[config.mk]
export PLATFORM = sky130hd
export DESIGN_NAME = mesh_flood_relay_filter_unit
export DESIGN_NICKNAME = d
export VERILOG_FILES = /design/src/design/mfrf_pkg.sv /design/src/design/mfrf_ctrl.sv /design/src/design/mfrf_dp.sv /design/src/design/mesh_flood_relay_filter_unit.sv
export SDC_FILE = /design/constraint.sdc
export NUM_CORES = 2
export LEC_CHECK = 0
export BUFFER_PORTS_ARGS = -buffer_cell sky130_fd_sc_hd__buf_2
export CORE_MARGIN = 5
export CORE_UTILIZATION = 60
export DETAILED_ROUTE_END_ITERATION = 10
export PLACE_DENSITY_LB_ADDON = 0.3
export SYNTH_ARGS = -nofsm -noshare
export SYNTH_HDL_FRONTEND = slang
export SYNTH_HIERARCHICAL = 1
export SYNTH_SLANG_ARGS = --single-unit
export TNS_END_PERCENT = 5
[constraint.sdc]
create_clock -name i_clk -period 15.7 [get_ports i_clk]
set_clock_uncertainty 0.1 [all_clocks]
set_input_delay 2.355 -clock i_clk [delete_from_list [all_inputs] [get_ports i_clk]]
set_output_delay 2.355 -clock i_clk [all_outputs]
set_load 0.1 [all_outputs]
[src/design/mfrf_pkg.sv]
package mfrf_pkg;

    localparam int SEEN_DEPTH = 32;
    localparam int IDX_W      = (SEEN_DEPTH > 1) ? $clog2(SEEN_DEPTH) : 1;

    localparam int ADDR_W = 48;
    localparam int ID_W   = 32;
    localparam int BYTE_W = 8;
    localparam int CFG_IDX_W = 3;

    localparam logic [31:0]       RAW_PING  = 32'h5049_4E47;
    localparam logic [31:0]       RAW_PONG  = 32'h504F_4E47;
    localparam logic [BYTE_W-1:0] RAW_LEN   = 8'd4;
    localparam logic [BYTE_W-1:0] APP_COORD = 8'hFF;
    localparam logic [BYTE_W-1:0] APP_NODE  = 8'h00;

    localparam logic [ADDR_W-1:0] RST_BCAST     = 48'hFFFF_FFFF_FFFF;
    localparam logic [BYTE_W-1:0] RST_CODE_DATA = 8'd1;
    localparam logic [BYTE_W-1:0] RST_CODE_PING = 8'd2;
    localparam logic [BYTE_W-1:0] RST_CODE_PONG = 8'd3;
    localparam logic [BYTE_W-1:0] RST_HDR_BYTES = 8'd220;

    typedef enum logic [CFG_IDX_W-1:0] {
        CFG_NODE_ROLE   = 3'd0,
        CFG_OWN_ADDR    = 3'd1,
        CFG_BCAST_ADDR  = 3'd2,
        CFG_CODE_DATA   = 3'd3,
        CFG_CODE_PING   = 3'd4,
        CFG_CODE_PONG   = 3'd5,
        CFG_HDR_BYTES   = 3'd6
    } t_cfg_idx;

    typedef struct packed {
        logic load;
        logic scan_start;
        logic scan_step;
        logic commit;
    } t_cmd;

    typedef struct packed {
        logic is_mesh;
        logic scan_last;
        logic out_free;
    } t_status;

endpackage

[src/design/mfrf_ctrl.sv]
module mfrf_ctrl (
    input  logic             i_clk,
    input  logic             i_rst_n,
    input  logic             i_valid,
    output logic             o_ready,
    input  mfrf_pkg::t_status i_status,
    output mfrf_pkg::t_cmd   o_cmd
);

    typedef enum logic [4:0] {
        S_IDLE   = 5'b00001,
        S_CLASS  = 5'b00010,
        S_SCAN   = 5'b00100,
        S_DRAIN  = 5'b01000,
        S_COMMIT = 5'b10000
    } t_state;

    t_state r_state;
    t_state n_state;

    always_ff @(posedge i_clk) begin
        if (!i_rst_n) begin
            r_state <= S_IDLE;
        end else begin
            r_state <= n_state;
        end
    end

    always_comb begin
        n_state = r_state;
        o_cmd   = '0;
        unique case (r_state)
            S_IDLE: begin
                if (i_valid) begin
                    o_cmd.load = 1'b1;
                    n_state    = S_CLASS;
                end
            end
            S_CLASS: begin
                if (i_status.is_mesh) begin
                    o_cmd.scan_start = 1'b1;
                    n_state          = S_SCAN;
                end else begin
                    n_state = S_COMMIT;
                end
            end
            S_SCAN: begin
                o_cmd.scan_step = 1'b1;
                if (i_status.scan_last) begin
                    n_state = S_DRAIN;
                end
            end
            // last read compares here
            S_DRAIN: begin
                n_state = S_COMMIT;
            end
            S_COMMIT: begin
                if (i_status.out_free) begin
                    o_cmd.commit = 1'b1;
                    n_state      = S_IDLE;
                end
            end
            default: begin
                n_state = S_IDLE;
            end
        endcase
    end

    assign o_ready = (r_state == S_IDLE);

endmodule

[src/design/mfrf_dp.sv]
module mfrf_dp (
    input  logic                           i_clk,
    input  logic                           i_rst_n,
    input  mfrf_pkg::t_cmd                 i_cmd,
    output mfrf_pkg::t_status              o_status,
    input  logic                           i_cfg_valid,
    input  logic [mfrf_pkg::CFG_IDX_W-1:0] i_cfg_index,
    input  logic [mfrf_pkg::ADDR_W-1:0]    i_cfg_data,
    input  logic [mfrf_pkg::BYTE_W-1:0]    i_frame_len,
    input  logic [31:0]                    i_head_word,
    input  logic [mfrf_pkg::ADDR_W-1:0]    i_sender_address,
    input  logic [mfrf_pkg::ID_W-1:0]      i_msg_id,
    input  logic [mfrf_pkg::BYTE_W-1:0]    i_pkt_type,
    input  logic [mfrf_pkg::BYTE_W-1:0]    i_hop_limit,
    input  logic [mfrf_pkg::ADDR_W-1:0]    i_dest_address,
    input  logic [mfrf_pkg::ADDR_W-1:0]    i_origin_address,
    input  logic [mfrf_pkg::BYTE_W-1:0]    i_app_code,
    input  logic [mfrf_pkg::BYTE_W-1:0]    i_body_len,
    output logic                           o_valid,
    input  logic                           i_ready,
    output logic                           o_raw_pong_send,
    output logic                           o_reply_pong,
    output logic [mfrf_pkg::BYTE_W-1:0]    o_reply_app,
    output logic [mfrf_pkg::ADDR_W-1:0]    o_reply_dest,
    output logic [mfrf_pkg::BYTE_W-1:0]    o_reply_hops,
    output logic                           o_deliver,
    output logic                           o_relay,
    output logic [mfrf_pkg::BYTE_W-1:0]    o_relay_hops,
    output logic [mfrf_pkg::ADDR_W-1:0]    o_coord_address,
    output logic                           o_coord_known,
    output logic                           o_raw_pong_seen,
    output logic                           o_duplicate
);

    localparam int EW = mfrf_pkg::ID_W + mfrf_pkg::BYTE_W;

    // configuration
    logic                        r_role;
    logic [mfrf_pkg::ADDR_W-1:0] r_own;
    logic [mfrf_pkg::ADDR_W-1:0] r_bcast;
    logic [mfrf_pkg::BYTE_W-1:0] r_code_data;
    logic [mfrf_pkg::BYTE_W-1:0] r_code_ping;
    logic [mfrf_pkg::BYTE_W-1:0] r_code_pong;
    logic [mfrf_pkg::BYTE_W-1:0] r_hdr_bytes;

    // captured item
    logic [mfrf_pkg::BYTE_W-1:0] r_frame_len;
    logic [31:0]                 r_head_word;
    logic [mfrf_pkg::ADDR_W-1:0] r_sender;
    logic [mfrf_pkg::ID_W-1:0]   r_msg_id;
    logic [mfrf_pkg::BYTE_W-1:0] r_pkt_type;
    logic [mfrf_pkg::BYTE_W-1:0] r_hop_limit;
    logic [mfrf_pkg::ADDR_W-1:0] r_dest;
    logic [mfrf_pkg::ADDR_W-1:0] r_origin;
    logic [mfrf_pkg::BYTE_W-1:0] r_app_code;
    logic [mfrf_pkg::BYTE_W-1:0] r_body_len;

    // seen ring
    logic [EW-1:0]                  r_mem [mfrf_pkg::SEEN_DEPTH];
    logic [mfrf_pkg::SEEN_DEPTH-1:0] r_vld;
    logic [mfrf_pkg::IDX_W-1:0]     r_ptr;
    logic [mfrf_pkg::IDX_W-1:0]     r_cnt;
    logic [EW-1:0]                  r_rd_data;
    logic                           r_rd_vld;
    logic                           r_rd_live;
    logic                           r_hit;

    // persistent state
    logic [mfrf_pkg::ADDR_W-1:0] r_coord_addr;
    logic                        r_coord_known;
    logic                        r_pong_flag;
    logic                        r_out_valid;

    logic                        raw_ping;
    logic                        raw_pong;
    logic                        is_mesh;
    logic                        fresh;
    logic                        match;
    logic                        to_me;
    logic                        for_me;
    logic                        terminal;
    logic                        is_ping;
    logic                        learn;
    logic                        do_relay;
    logic                        ring_wr;
    logic [mfrf_pkg::ADDR_W-1:0] n_coord_addr;
    logic                        n_coord_known;
    logic                        n_pong_flag;
    logic [mfrf_pkg::IDX_W-1:0]  ptr_inc;
    logic [mfrf_pkg::IDX_W-1:0]  cnt_inc;
    logic                        scan_last;

    assign raw_ping = (r_frame_len == mfrf_pkg::RAW_LEN) && (r_head_word == mfrf_pkg::RAW_PING);
    assign raw_pong = (r_frame_len == mfrf_pkg::RAW_LEN) && (r_head_word == mfrf_pkg::RAW_PONG);
    assign is_mesh  = !raw_ping && !raw_pong && (r_frame_len >= r_hdr_bytes);
    assign fresh    = is_mesh && !r_hit;

    assign match = r_rd_live && r_rd_vld && (r_rd_data == {r_msg_id, r_pkt_type});

    assign to_me    = (r_dest == r_own);
    assign for_me   = to_me || (r_dest == r_bcast);
    assign terminal = (r_pkt_type == r_code_data) && to_me;
    assign is_ping  = (r_pkt_type == r_code_ping);
    assign learn    = fresh && !r_role && (r_pkt_type == r_code_pong)
                      && (r_app_code == mfrf_pkg::APP_COORD);
    assign do_relay = fresh && (r_hop_limit != '0) && !terminal;
    assign ring_wr  = i_cmd.commit && fresh;

    always_comb begin
        n_coord_addr  = r_coord_addr;
        n_coord_known = r_coord_known;
        n_pong_flag   = r_pong_flag;
        if (raw_pong) begin
            n_pong_flag  = 1'b1;
            n_coord_addr = r_sender;
        end else if (learn) begin
            n_coord_addr  = r_origin;
            n_coord_known = 1'b1;
        end
    end

    assign scan_last = (r_cnt == mfrf_pkg::IDX_W'(mfrf_pkg::SEEN_DEPTH - 1));
    assign cnt_inc   = scan_last ? '0 : r_cnt + 1'b1;
    assign ptr_inc   = (r_ptr == mfrf_pkg::IDX_W'(mfrf_pkg::SEEN_DEPTH - 1)) ? '0 : r_ptr + 1'b1;

    assign o_status.is_mesh   = is_mesh;
    assign o_status.scan_last = scan_last;
    assign o_status.out_free  = !r_out_valid || i_ready;

    // configuration writes
    always_ff @(posedge i_clk) begin
        if (!i_rst_n) begin
            r_role      <= 1'b0;
            r_own       <= '0;
            r_bcast     <= mfrf_pkg::RST_BCAST;
            r_code_data <= mfrf_pkg::RST_CODE_DATA;
            r_code_ping <= mfrf_pkg::RST_CODE_PING;
            r_code_pong <= mfrf_pkg::RST_CODE_PONG;
            r_hdr_bytes <= mfrf_pkg::RST_HDR_BYTES;
        end else if (i_cfg_valid) begin
            unique case (i_cfg_index)
                mfrf_pkg::CFG_NODE_ROLE:  r_role      <= i_cfg_data[0];
                mfrf_pkg::CFG_OWN_ADDR:   r_own       <= i_cfg_data;
                mfrf_pkg::CFG_BCAST_ADDR: r_bcast     <= i_cfg_data;
                mfrf_pkg::CFG_CODE_DATA:  r_code_data <= i_cfg_data[mfrf_pkg::BYTE_W-1:0];
                mfrf_pkg::CFG_CODE_PING:  r_code_ping <= i_cfg_data[mfrf_pkg::BYTE_W-1:0];
                mfrf_pkg::CFG_CODE_PONG:  r_code_pong <= i_cfg_data[mfrf_pkg::BYTE_W-1:0];
                mfrf_pkg::CFG_HDR_BYTES:  r_hdr_bytes <= i_cfg_data[mfrf_pkg::BYTE_W-1:0];
                default: begin
                end
            endcase
        end
    end

    always_ff @(posedge i_clk) begin
        if (i_cmd.load) begin
            r_frame_len <= i_frame_len;
            r_head_word <= i_head_word;
            r_sender    <= i_sender_address;
            r_msg_id    <= i_msg_id;
            r_pkt_type  <= i_pkt_type;
            r_hop_limit <= i_hop_limit;
            r_dest      <= i_dest_address;
            r_origin    <= i_origin_address;
            r_app_code  <= i_app_code;
            r_body_len  <= i_body_len;
        end
    end

    // ring memory: one write port, one registered read port
    always_ff @(posedge i_clk) begin
        if (ring_wr) begin
            r_mem[r_ptr] <= {r_msg_id, r_pkt_type};
        end
        if (i_cmd.scan_step) begin
            r_rd_data <= r_mem[r_cnt];
            r_rd_vld  <= r_vld[r_cnt];
        end
    end

    always_ff @(posedge i_clk) begin
        if (!i_rst_n) begin
            r_vld         <= '0;
            r_ptr         <= '0;
            r_cnt         <= '0;
            r_rd_live     <= 1'b0;
            r_hit         <= 1'b0;
            r_coord_addr  <= '0;
            r_coord_known <= 1'b0;
            r_pong_flag   <= 1'b0;
        end else begin
            r_rd_live <= i_cmd.scan_step;
            if (i_cmd.scan_start) begin
                r_cnt <= '0;
                r_hit <= 1'b0;
            end else begin
                if (i_cmd.scan_step) begin
                    r_cnt <= cnt_inc;
                end
                if (match) begin
                    r_hit <= 1'b1;
                end
            end
            if (ring_wr) begin
                r_vld[r_ptr] <= 1'b1;
                r_ptr        <= ptr_inc;
            end
            if (i_cmd.commit) begin
                r_coord_addr  <= n_coord_addr;
                r_coord_known <= n_coord_known;
                r_pong_flag   <= n_pong_flag;
            end
        end
    end

    // result register
    always_ff @(posedge i_clk) begin
        if (!i_rst_n) begin
            r_out_valid <= 1'b0;
        end else if (i_cmd.commit) begin
            r_out_valid <= 1'b1;
        end else if (i_ready) begin
            r_out_valid <= 1'b0;
        end
    end

    always_ff @(posedge i_clk) begin
        if (i_cmd.commit) begin
            o_raw_pong_send <= raw_ping && r_role;
            o_reply_pong    <= fresh && is_ping;
            o_reply_app     <= (fresh && is_ping && r_role) ? mfrf_pkg::APP_COORD
                                                            : mfrf_pkg::APP_NODE;
            o_reply_dest    <= (fresh && is_ping) ? r_origin : '0;
            o_reply_hops    <= (fresh && is_ping) ? r_hop_limit : '0;
            o_deliver       <= fresh && ((is_ping && r_role && (r_body_len != '0))
                                         || (for_me && !is_ping));
            o_relay         <= do_relay;
            o_relay_hops    <= do_relay ? r_hop_limit - 1'b1 : '0;
            o_coord_address <= n_coord_addr;
            o_coord_known   <= n_coord_known;
            o_raw_pong_seen <= n_pong_flag;
            o_duplicate     <= is_mesh && r_hit;
        end
    end

    assign o_valid = r_out_valid;

endmodule

[src/design/mesh_flood_relay_filter_unit.sv]
// channel   | handshake                  | payload
// ----------+----------------------------+---------------------------------------
// input     | i_valid / o_ready          | i_frame_len .. i_body_len
// result    | o_valid / i_ready          | o_raw_pong_send .. o_duplicate
// config    | i_cfg_valid / o_cfg_ready  | i_cfg_index, i_cfg_data
//
// raw frames and short frames: the item goes from idle through class to commit,
// and the result register loads in commit; the next item is taken in idle
// a mesh packet goes from class through scan and drain to commit: in scan the
// seen ring is read one entry per cycle through its single read port and
// compared, and drain compares the last read
// one item is in work at a time; the result register lets the next item in
// while the last result waits for i_ready, a second result waits in commit
// synchronous active-low reset empties the seen ring through its valid bits
module mesh_flood_relay_filter_unit (
    input  logic                           i_clk,
    input  logic                           i_rst_n,
    input  logic                           i_valid,
    output logic                           o_ready,
    input  logic [mfrf_pkg::BYTE_W-1:0]    i_frame_len,
    input  logic [31:0]                    i_head_word,
    input  logic [mfrf_pkg::ADDR_W-1:0]    i_sender_address,
    input  logic [mfrf_pkg::ID_W-1:0]      i_msg_id,
    input  logic [mfrf_pkg::BYTE_W-1:0]    i_pkt_type,
    input  logic [mfrf_pkg::BYTE_W-1:0]    i_hop_limit,
    input  logic [mfrf_pkg::ADDR_W-1:0]    i_dest_address,
    input  logic [mfrf_pkg::ADDR_W-1:0]    i_origin_address,
    input  logic [mfrf_pkg::BYTE_W-1:0]    i_app_code,
    input  logic [mfrf_pkg::BYTE_W-1:0]    i_body_len,
    output logic                           o_valid,
    input  logic                           i_ready,
    output logic                           o_raw_pong_send,
    output logic                           o_reply_pong,
    output logic [mfrf_pkg::BYTE_W-1:0]    o_reply_app,
    output logic [mfrf_pkg::ADDR_W-1:0]    o_reply_dest,
    output logic [mfrf_pkg::BYTE_W-1:0]    o_reply_hops,
    output logic                           o_deliver,
    output logic                           o_relay,
    output logic [mfrf_pkg::BYTE_W-1:0]    o_relay_hops,
    output logic [mfrf_pkg::ADDR_W-1:0]    o_coord_address,
    output logic                           o_coord_known,
    output logic                           o_raw_pong_seen,
    output logic                           o_duplicate,
    input  logic                           i_cfg_valid,
    output logic                           o_cfg_ready,
    input  logic [mfrf_pkg::CFG_IDX_W-1:0] i_cfg_index,
    input  logic [mfrf_pkg::ADDR_W-1:0]    i_cfg_data
);

    mfrf_pkg::t_cmd    cmd;
    mfrf_pkg::t_status status;

    assign o_cfg_ready = 1'b1;

    mfrf_ctrl u_ctrl (
        .i_clk    (i_clk),
        .i_rst_n  (i_rst_n),
        .i_valid  (i_valid),
        .o_ready  (o_ready),
        .i_status (status),
        .o_cmd    (cmd)
    );

    mfrf_dp u_dp (
        .i_clk            (i_clk),
        .i_rst_n          (i_rst_n),
        .i_cmd            (cmd),
        .o_status         (status),
        .i_cfg_valid      (i_cfg_valid),
        .i_cfg_index      (i_cfg_index),
        .i_cfg_data       (i_cfg_data),
        .i_frame_len      (i_frame_len),
        .i_head_word      (i_head_word),
        .i_sender_address (i_sender_address),
        .i_msg_id         (i_msg_id),
        .i_pkt_type       (i_pkt_type),
        .i_hop_limit      (i_hop_limit),
        .i_dest_address   (i_dest_address),
        .i_origin_address (i_origin_address),
        .i_app_code       (i_app_code),
        .i_body_len       (i_body_len),
        .o_valid          (o_valid),
        .i_ready          (i_ready),
        .o_raw_pong_send  (o_raw_pong_send),
        .o_reply_pong     (o_reply_pong),
        .o_reply_app      (o_reply_app),
        .o_reply_dest     (o_reply_dest),
        .o_reply_hops     (o_reply_hops),
        .o_deliver        (o_deliver),
        .o_relay          (o_relay),
        .o_relay_hops     (o_relay_hops),
        .o_coord_address  (o_coord_address),
        .o_coord_known    (o_coord_known),
        .o_raw_pong_seen  (o_raw_pong_seen),
        .o_duplicate      (o_duplicate)
    );

endmodule

# [After elaboration in Yosys (flattened, before gate mapping)]
# Memory sizes are Yosys's and may differ from the RTL's. A register that Yosys moved wholly into a read port is not among the register bits.
# Cells that the tools add are included.
[totals] ff_bits=605 latch_bits=0 mem_bits_rw=1280 mem_bits_ro=0 input_bits=304 output_inout_bits=130 word_cells=150 mem_count=1
[classes] n_addsub=3 n_mul=0 div_mod_pow=0 magnitude_cmp=4 n_eq_ne=26 n_shift=0 n_mux=28 bitwise=2 n_reduce_logical=46
[mem_list] name="u_dp.r_mem" depth=32 word_bits=40 rd=1 rd_ports_with_merged_regs=1 wr=1 line="mfrf_dp.sv:59" rtl="logic [EW-1:0] r_mem [mfrf_pkg::SEEN_DEPTH];"
[op_table] cell="48-bit == test" n=2
[op_table] cell="48-bit 2-to-1 mux" n=2
[op_table] cell="32-bit by 31-bit == test with 1-bit output (second input constant)" n=2
[op_table] cell="40-bit == test" n=1
[op_table] cell="32-bit bitwise OR" n=1
[op_table] cell="5-bit 2-to-1 mux" n=6
[op_table] cell="5-bit one-hot mux with 5 select lines" n=1
[op_table] cell="8-bit == test" n=3
[op_table] cell="1-bit logical AND" n=23
[op_table] cell="1-bit 2-to-1 mux" n=16
[op_table] cell="8-bit nonzero test" n=2
[op_table] cell="5-bit == test (second input constant)" n=3
[op_table] cell="2-bit AND reduction" n=7
[op_table] cell="5-bit by 6-bit less-than comparator with 1-bit output (second input constant)" n=2
[op_table] cell="5-bit by 1-bit adder with 5-bit output (second input constant)" n=2
[op_table] cell="3-bit == test (second input constant)" n=3
[op_table] cell="8-bit by 3-bit == test with 1-bit output (second input constant)" n=1
[op_table] cell="8-bit == test (second input constant)" n=1
[op_table] cell="8-bit greater-or-equal comparator" n=1
[op_table] cell="8-bit 2-to-1 mux" n=1
[op_table] cell="8-bit by 1-bit subtractor with 8-bit output (second input constant)" n=1
[op_table] cell="1-bit logical NOT" n=7
[op_table] cell="3-bit by 2-bit == test with 1-bit output (second input constant)" n=2
[op_table] cell="1-bit binary-select mux with 5-bit select" n=1
[op_table] cell="15 further kinds" n=18

# [Longest topological paths before layout]
[logic_depth] ltp_word=11 depth_mapped=12 depth_no_buf=11

# [Cells and area by module]
# Netlist, hierarchy kept.
[by_module_without_submodules] module="mfrf_dp" n_inst=1 cells_per_inst=3816 area_per_inst_um2=73000.0 seq_area_each_um2=55202.9
[by_module_without_submodules] module="mfrf_ctrl" n_inst=1 cells_per_inst=36 area_per_inst_um2=310.3 seq_area_each_um2=100.1
[by_module_without_submodules] module="mesh_flood_relay_filter_unit" n_inst=1 cells_per_inst=2 area_per_inst_um2=11.3 seq_area_each_um2=0.0

# [Worst setup path before layout]
# OpenSTA, ideal clock, no wires.
[synth_timing] path_kind="input to register" start="input i_ready" end="memory u_dp/r_mem[13][0] (netlist bit), enable pin" setup_ns=0.438 arrival_ns=13.980 t_required_ns=15.162 path_slack_ns=1.182 cell_stages=6 n_path_buf=2 cell_sequence="nand2b_1 -> nor3b_1 -> clkbuf_1 -> nand3_1 -> buf_2 -> nor2_1"
[synth_lines] item="start, declared" line="mesh_flood_relay_filter_unit.sv:31" rtl="input logic i_ready,"
[synth_lines] item="end, declared" line="mfrf_dp.sv:59"

==> flow_metrics.env <==
export IMPL_outcome="completed"
export IMPL_hold_start="u_dp/r_vld[2]$_SDFFE_PN0P_"
export IMPL_cts_tree="built"
export IMPL_cts_sinks=1918
export IMPL_synth_common_cells="edfxtp_1 (1,689), mux4_2 (410), nand2_1 (343)"
export IMPL_setup_viol=0
export IMPL_track_usage=0.275
export IMPL_vias=38854
export IMPL_worst_slew_pin_slew_ps=1150
export IMPL_num_rows=128
export IMPL_synth_distinct_cells=66
export IMPL_cts_buffer_depth=3
export IMPL_power_density_nw_per_um2=123
export IMPL_setup_tns_ps=0
export IMPL_dp_hpwl_um=102000
export IMPL_ys_flop_type="edfxtp_1"
export IMPL_routed_wl_um=179000
export IMPL_fillers=7454
export IMPL_fin_util=0.688
export IMPL_synth_seq_cells=1918
export IMPL_grt_max_degree=156
export IMPL_drt_iter0_markers=4255
export IMPL_hp_class="flop to flop"
export IMPL_hold_buffers=0
export IMPL_synth_seq_area_share=0.754
export IMPL_cts_made_buffers=185
export IMPL_coreArea_um2=122000
export IMPL_vdd_drop_max_mv=0.111
export IMPL_cp_end_kind="flop"
export IMPL_grt_first_pass_wirelength_um=263000
export IMPL_cts_max_level=4
export IMPL_rr_endpoint="u_dp/r_rd_data[22]$_DFFE_PP_"
export IMPL_final_max_slew_viol_count=0
export IMPL_die_area_um2=129000
export IMPL_cp_start_kind="flop"
export IMPL_cts_resized=0
export IMPL_die_x_um=360
export IMPL_post_route_period_util=0.338
export IMPL_postCtsSetupBuffers=0
export IMPL_synth_area_top_cells="edfxtp_1 (69%), mux4_2 (13%), dfxtp_1 (6.3%)"
export IMPL_r2r_start="u_dp/r_cnt[0]$_SDFFE_PP0P_"
export IMPL_syn_to_final_growth_pct=14.1
export IMPL_syn_avg_cell_area_um2=19.0
export IMPL_gp_congestion=0.825
export IMPL_holdPathStages=2
export IMPL_drc=0
export IMPL_synth_top_area_frac=0.692
export IMPL_power_leakage_nw=27.6
export IMPL_dp_cells=5811
export IMPL_synth_area_um2=73300
export IMPL_yosys_area_top_type="edfxtp_1"
export IMPL_wl_per_cell_um=29.0
export IMPL_hold_viol=0
export IMPL_synth_edf_count=1689
export IMPL_r2r_slack_ps=10390
export IMPL_cap_viol_max_count=0
export IMPL_cts_root_buf="clkbuf_16"
export IMPL_drive_gt1_frac=0.291
export IMPL_drtPass1Iterations=6
export IMPL_fin_crit_ps=5310
export IMPL_ios=434
export IMPL_clk_latency_ps=790
export IMPL_yosysWarnings=6
export IMPL_hold_ws_ps=354
export IMPL_grt_pass1_vias=39297
export IMPL_fin_cells=6161
export IMPL_crit_fanout=47
export IMPL_portBuffers=432
export IMPL_r2r_cells=6
export IMPL_final_nets=4694
export IMPL_gr_total_overflow=0
export IMPL_antenna_found_initial=15
export IMPL_critPathRequiredTime_ps=16140
export IMPL_initial_core_util=0.603
export IMPL_vias_per_cell=6.31
export IMPL_die_h_um=360
export IMPL_path_class="flop to flop"
export IMPL_synth_cells=3854
export IMPL_hold_end="u_dp/r_vld[2]$_SDFFE_PN0P_"
export IMPL_worstPathArrival_ps=5740
export IMPL_synth_most_common_cell="edfxtp_1"
export IMPL_synthArstFlopShare=0
export IMPL_slew_headroom=0.231
export IMPL_synth_nets=4175
export IMPL_ant_nets=0
export IMPL_rsz0062_at_grt="false"
export IMPL_fmax_mhz=188
export IMPL_clk_pin_slew_worst_paths_ps=60
==> kinds of logic after synthesis <==
family	share of synthesized area
AO/OA/AOI/OAI	0.0241
multiplexers	0.139
AND/OR/NAND/NOR	0.0430
flip-flops	0.754
XOR/XNOR	0.0195
buffers and inverters	0.0170
other	0.0000511
adder cells (fa/ha/maj)	0.00290
==> registers in the layout, indices dropped and copies added (netlist names), 40 cells and up <==
register              cells
u_dp/r_mem             1280
u_dp/o_coord_address     48
u_dp/o_reply_dest        48
u_dp/r_bcast             48
u_dp/r_coord_addr        48
u_dp/r_dest              48
u_dp/r_origin            48
u_dp/r_own               48
u_dp/r_sender            48
u_dp/r_rd_data           40
==> report_power, final <==
part / switching, mW / leakage, nW / internal, mW
Sequential: 0.0441 / 17.4 / 5.64
Combinational: 0.218 / 7.26 / 0.0784
Clock: 1.86 / 2.86 / 2.46
==> cell type report <==
| class | instances | area [um2] | area share |
|---|---|---|---|
| diodes | 6 | 15.0 | 0.000180 |
| well taps | 1625 | 2030 | 0.0243 |
| clock buffers | 248 | 5020 | 0.0600 |
| multi-input cells | 1647 | 17100 | 0.204 |
| repair buffers | 545 | 3030 | 0.0362 |
| inverters | 76 | 285 | 0.00341 |
| flip-flops and latches | 1918 | 55300 | 0.662 |
| clock inverters | 96 | 852 | 0.0102 |
==> worst max path at each step <==
stage	cells past startpoint	to	start
final	6	u_dp/r_rd_data[22]$_DFFE_PP_	u_dp/r_cnt[0]$_SDFFE_PP0P_
after floorplan	6	u_dp/r_mem[13][0]$_DFFE_PP_	i_ready
after detailed placement	8	u_dp/r_coord_addr[16]$_SDFFE_PN0P_	i_ready
after global routing	6	u_dp/r_rd_data[22]$_DFFE_PP_	u_dp/r_cnt[0]$_SDFFE_PP0P_
after global placement	8	u_dp/r_coord_addr[6]$_SDFFE_PN0P_	i_ready
after CTS	6	u_dp/r_rd_data[22]$_DFFE_PP_	u_dp/r_cnt[0]$_SDFFE_PP0P_
==> critical path, stage by stage, from the launching register on <==
cell and delay, ps:
dfxtp_4 970, buf_4 770, buf_4 750, buf_4 780, mux4_2 650, mux4_2 560, mux2_2 280
==> layout by cell type (no fill, tap or decap), types with 84 or more instances in the layout <==
master / Yosys / final
edfxtp_1: 1689 / 1689
o21ai_0: 115 / 115
nand2_1: 343 / 343
buf_2: 47 / 431
a21oi_1: 84 / 84
xor2_1: 124 / 124
buf_4: 22 / 113
clkbuf_16: 0 / 188
mux4_2: 410 / 410
dfxtp_1: 229 / 224
==> per-layer routing <==
metal | part of all wire | vias up | global-route usage
met5 | 0.00045 | - | 0
met4 | 0.041 | 12 | 0.103
met3 | 0.085 | 385 | 0.0556
met2 | 0.50 | 2226 | 0.451
met1 | 0.37 | 19881 | 0.374
li1 | - | 16350 | -
==> per-stage QoR <==
stage          worst slack, ps  total power, mW  instance area (um2)
2_1_floorplan             1180             5.94                73300
3_3_place_gp              9870             6.08                77700
3_5_place_dp              9760             6.09                77700
4_1_cts                  10210             10.4                83600
5_1_grt                   9880             10.6                83600
6_report                 10390             10.3                83600
No activity file was read; power rests on OpenSTA's default activity.
